==> src/rtl/ivpd_ram.sv <==
// Generic single-port-write, single-port-read RAM with registered read data.
// Standalone; no package dependencies.
module ivpd_ram #(
	parameter int WIDTH = 32,
	parameter int DEPTH = 8,
	parameter int AW    = (DEPTH > 1) ? $clog2(DEPTH) : 1
) (
	input  logic             clk,
	input  logic             we,
	input  logic [AW-1:0]    waddr,
	input  logic [WIDTH-1:0] wdata,
	input  logic [AW-1:0]    raddr,
	output logic [WIDTH-1:0] rdata
);

	logic [WIDTH-1:0] mem_q [DEPTH];

	always_ff @(posedge clk) begin
		if (we)
			mem_q[waddr] <= wdata;
		rdata <= mem_q[raddr];
	end

endmodule

==> config.mk <==
export PLATFORM = sky130hd
export DESIGN_NAME = ivpd_ram
export DESIGN_NICKNAME = d
export VERILOG_FILES = /design/src/rtl/ivpd_ram.sv
export SDC_FILE = /design/constraint.sdc
export NUM_CORES = 1
export LEC_CHECK = 0
export BUFFER_PORTS_ARGS = -buffer_cell sky130_fd_sc_hd__buf_2
export CAP_MARGIN = 30
export CORE_MARGIN = 3
export CORE_UTILIZATION = 44
export CTS_CLUSTER_SIZE = 24
export DETAILED_ROUTE_END_ITERATION = 12
export HOLD_SLACK_MARGIN = 0.05
export PLACE_DENSITY = 0.65
export SETUP_SLACK_MARGIN = 0.5
export SLEW_MARGIN = 20
export SYNTH_ARGS = -nofsm -noshare
export SYNTH_HDL_FRONTEND = slang
export SYNTH_SLANG_ARGS = --single-unit
export TNS_END_PERCENT = 100
==> constraint.sdc <==
create_clock -name clk -period 5.6 [get_ports clk]
set_input_delay 0.56 -clock clk [delete_from_list [all_inputs] [get_ports clk]]
set_output_delay 0.56 -clock clk [all_outputs]
set_load 0.02 [all_outputs]
# Word-level counts from Yosys, hierarchy flattened
# Memory sizes are Yosys's and may differ from the RTL's. A register that Yosys moved wholly into a read port is not among the register bits.
# Cells that the tools add are included.
word_totals:
  register_bits: 0
  ramBits: 256
  inputBits: 40
  output_inout_bits: 32
  word_cells: 3
  mem_count: 1
classes:
  n_mux: 2
memory_table:
  columns: ["memory", "words", "word_bits", "rd", "rd_ports_with_merged_regs", "write_ports", "line", "source"]
  rows:
  - ["mem_q", 8, 32, 1, 1, 1, "16", "logic [WIDTH-1:0] mem_q [DEPTH];"]
ops:
  columns: ["operator", "n"]
  rows:
  - ["2-to-1 mux 1 bit", 2]

# Longest topological paths before layout
depth:
  ltp_word: 2
  mapped_depth: 4
  ltp_nobuf: 2

# Least setup slack after synthesis
# Ideal clock, no wire load.
synth_timing:
  kind: "in2reg"
  start: "input waddr[2]"
  end: "memory mem_q[0][0] (enable)"
  setup_ns: 0.461
  arrival_time_ns: 2.946
  required_time_ns: 5.139
  setup_slack_ns: 2.193
  path_stages: 2
  path_buffers: 0
  cell_sequence: "nand2b_1 -> nor3_1"
synth_lines:
  columns: ["element", "line", "source"]
  rows:
  - ["from (decl)", "10", "input logic [AW-1:0] waddr,"]
  - ["to (decl)", "16", null]
# Straight into the memory's write port.

==> flow_metrics.tcl <==
set metrics [dict create \
    maxSlewViolCount 0 \
    rsz0062_at_grt "no" \
    path_max_fanout 23 \
    routabilityCongestion 0.644 \
    syn_area_per_cell_sq_um 25.2 \
    leakage_uw 0.00409 \
    tightest_slew_ps 859 \
    seq_area_sq_um 8330 \
    synthAdderAreaFrac_pct 0 \
    setup_ws_ps 3760 \
    path_buf_inv 3 \
    root_buffer "clkbuf_16" \
    critPathRequiredTime_ps 6010 \
    synth_cell_type_count 13 \
    final_common_cell "edfxtp_1" \
    synth_xor_area_share_pct 0 \
    hp-class "input pin to flip-flop" \
    initial_core_util_pct 45.5 \
    timing.slew.headroom_pct 42.7 \
    chipHeight_um 160 \
    finalCritPeriodShare_pct 32.8 \
    synth-compound-area-share_pct 0 \
    r2r-start "mem_q[2][27]$_DFFE_PP_" \
    max_cap_violations 0 \
    final_nets 549 \
    synth_top_family_by_area "multiplexers" \
    end_kind "flip-flop" \
    holdCritStartpoint "wdata[3]" \
    syn_to_final_growth_pct 15.9 \
    cts_buffers 27 \
    cts.sinks 288 \
    hpwl_mm 9.52 \
    grt_start_max_net_pins 65 \
    viasPerCell 5.17 \
    syn_inst 415 \
    r2r_end "rdata[27]$_DFF_P_" \
    grt_pass1_vias 4640 \
    die_area_sq_um 25700 \
    layout_common_cells "edfxtp_1 (256), buf_2 (70), mux4_1 (40)" \
    setup_violations 0 \
    drt_iter0_drc 315 \
    synth_seq_cells 288 \
    vdd_drop_max_mv 0.228 \
    status "completed" \
    multi_input_area_sq_um 2070 \
    finalHoldViolCount 0 \
    fin_setup_tns_ps 0 \
    wire_per_inst_um 21.1 \
    period_needed_ps 1840 \
    syn_area_sq_um 10500 \
    htreeDepth 1 \
    grt_pass1_wl_mm 27.3 \
    drive_above_1_share_pct 34.7 \
    synth_nets 455 \
    seq_area_frac_synth_pct 79.6 \
    cp_cell_sequence "buf_4 -> buf_12 -> buf_12 -> mux4_1 -> mux2_2" \
    yosys.area_share.simple_pct 0.562 \
    cts_setup_buffers 0 \
    rows 55 \
    clk_latency_ps 520 \
    fillers 1770 \
    regToRegSetupSlack_ps 4330 \
    tritoncts "done" \
    reg2regPathDepth 2 \
    critPathMostFrequentCell "buf_12" \
    clock_skew_ps 11.7 \
    hold_buffers 0 \
    arrival_ps 2250 \
    cts_max_path_buffers 3 \
    p_per_area_nw_per_um2 365 \
    drtPass1Iterations 5 \
    yosysWarnings 0 \
    hold_depth 1 \
    ctsResizeCount 0 \
    holdPathEnd "mem_q[6][3]$_DFFE_PP_" \
    dp_slack_ps 3180 \
    path_class "input pin to flip-flop" \
    grt_usage_pct 13.9 \
    vias 4363 \
    die_x_um 160 \
    clk_pin_slew_ps 60 \
    cp_slowest_cell "mux4_1" \
    synth_mux_area_share_pct 18.6 \
    remaining_drc_errors 0 \
    startpoint_type "input pin" \
    crit_family "multiplexers" \
    max_stage_delay_ps 570 \
    antenna_found_initial 2 \
    io_pins 72 \
    fp.coreArea_sq_um 23000 \
    max_clock_freq_ghz 0.545 \
    wl_mm 17.8 \
    ant_nets 0 \
    grt_overflow 0 \
    port_buffers 71 \
]
## worst max path at each step
stage                            endpoint      from  slack [ps]  cells after the start
detailed placement      rdata[11]$_DFF_P_  raddr[0]        3180                      5
CTS                     rdata[12]$_DFF_P_  raddr[0]        3720                      5
finish                  rdata[12]$_DFF_P_  raddr[0]        3760                      5
floorplan           mem_q[0][0]$_DFFE_PP_  waddr[2]        2190                      2
global route            rdata[12]$_DFF_P_  raddr[0]        3670                      5
global placement        rdata[12]$_DFF_P_  raddr[0]        3070                      3
## report_power, final
group          internal, uW  switching (uW)  total (uW)
registers              2430            21.2        2450
logic                   110             135         245
clock network          1010             724        1730
total                  3550             880        4430
## stage by stage
stage	area [sq um]	utilization, %	hold WS [ps]	std cells	total power [uW]
after global routing	12100	52.8	289	843	4590
after CTS	12100	52.8	282	843	4480
after global placement	11200	48.8	645	790	2730
after floorplan	10500	-	641	415	2640
final	12100	52.8	295	844	4430
after detailed placement	11300	49.1	657	793	2750
## flip-flops by register name, summed over array words and instances (netlist names)
name and flops:
mem_q 256, rdata 32
## cell type report
class,count,area share (%)
Clock inverter,11,0.908
Clock buffer,39,6.11
Tap cell,313,3.23
Sequential cell,288,68.6
Multi-Input combinational cell,109,17.0
Timing Repair Buffer,83,4.06
Antenna cell,1,0.0206
## synth_stat cells
| library cell | instances | area (sq um) |
|---|---|---|
| mux2_2 | 32 | 360 |
| nand2_1 | 2 | 7.51 |
| mux4_2 | 24 | 541 |
| nor3_1 | 2 | 10.0 |
| dfxtp_1 | 32 | 641 |
| nand2b_1 | 3 | 18.8 |
| nor2_1 | 6 | 22.5 |
| edfxtp_1 | 256 | 7690 |
| clkbuf_1 | 1 | 3.75 |
| mux4_1 | 40 | 1050 |
| buf_2 | 6 | 30.0 |
| buf_1 | 4 | 15.0 |
| buf_6 | 7 | 78.8 |
## logic make-up (layout without fill, tap and decap cells)
family / after synthesis / count (layout)
other cells: 0 / 1
mux: 96 / 96
buf+inv: 18 / 133
simple gates: 13 / 13
flops: 288 / 288
## per-layer routing
layer | up-vias | share of wire (%) | track usage [%]
li1 | 1975 | - | -
met1 | 2277 | 40 | 17.1
met2 | 79 | 54 | 25.4
met3 | 28 | 4.3 | 2.85
met4 | 4 | 1.4 | 3.35
met5 | - | 0.15 | 0
Power figures use the tool's default switching activity.
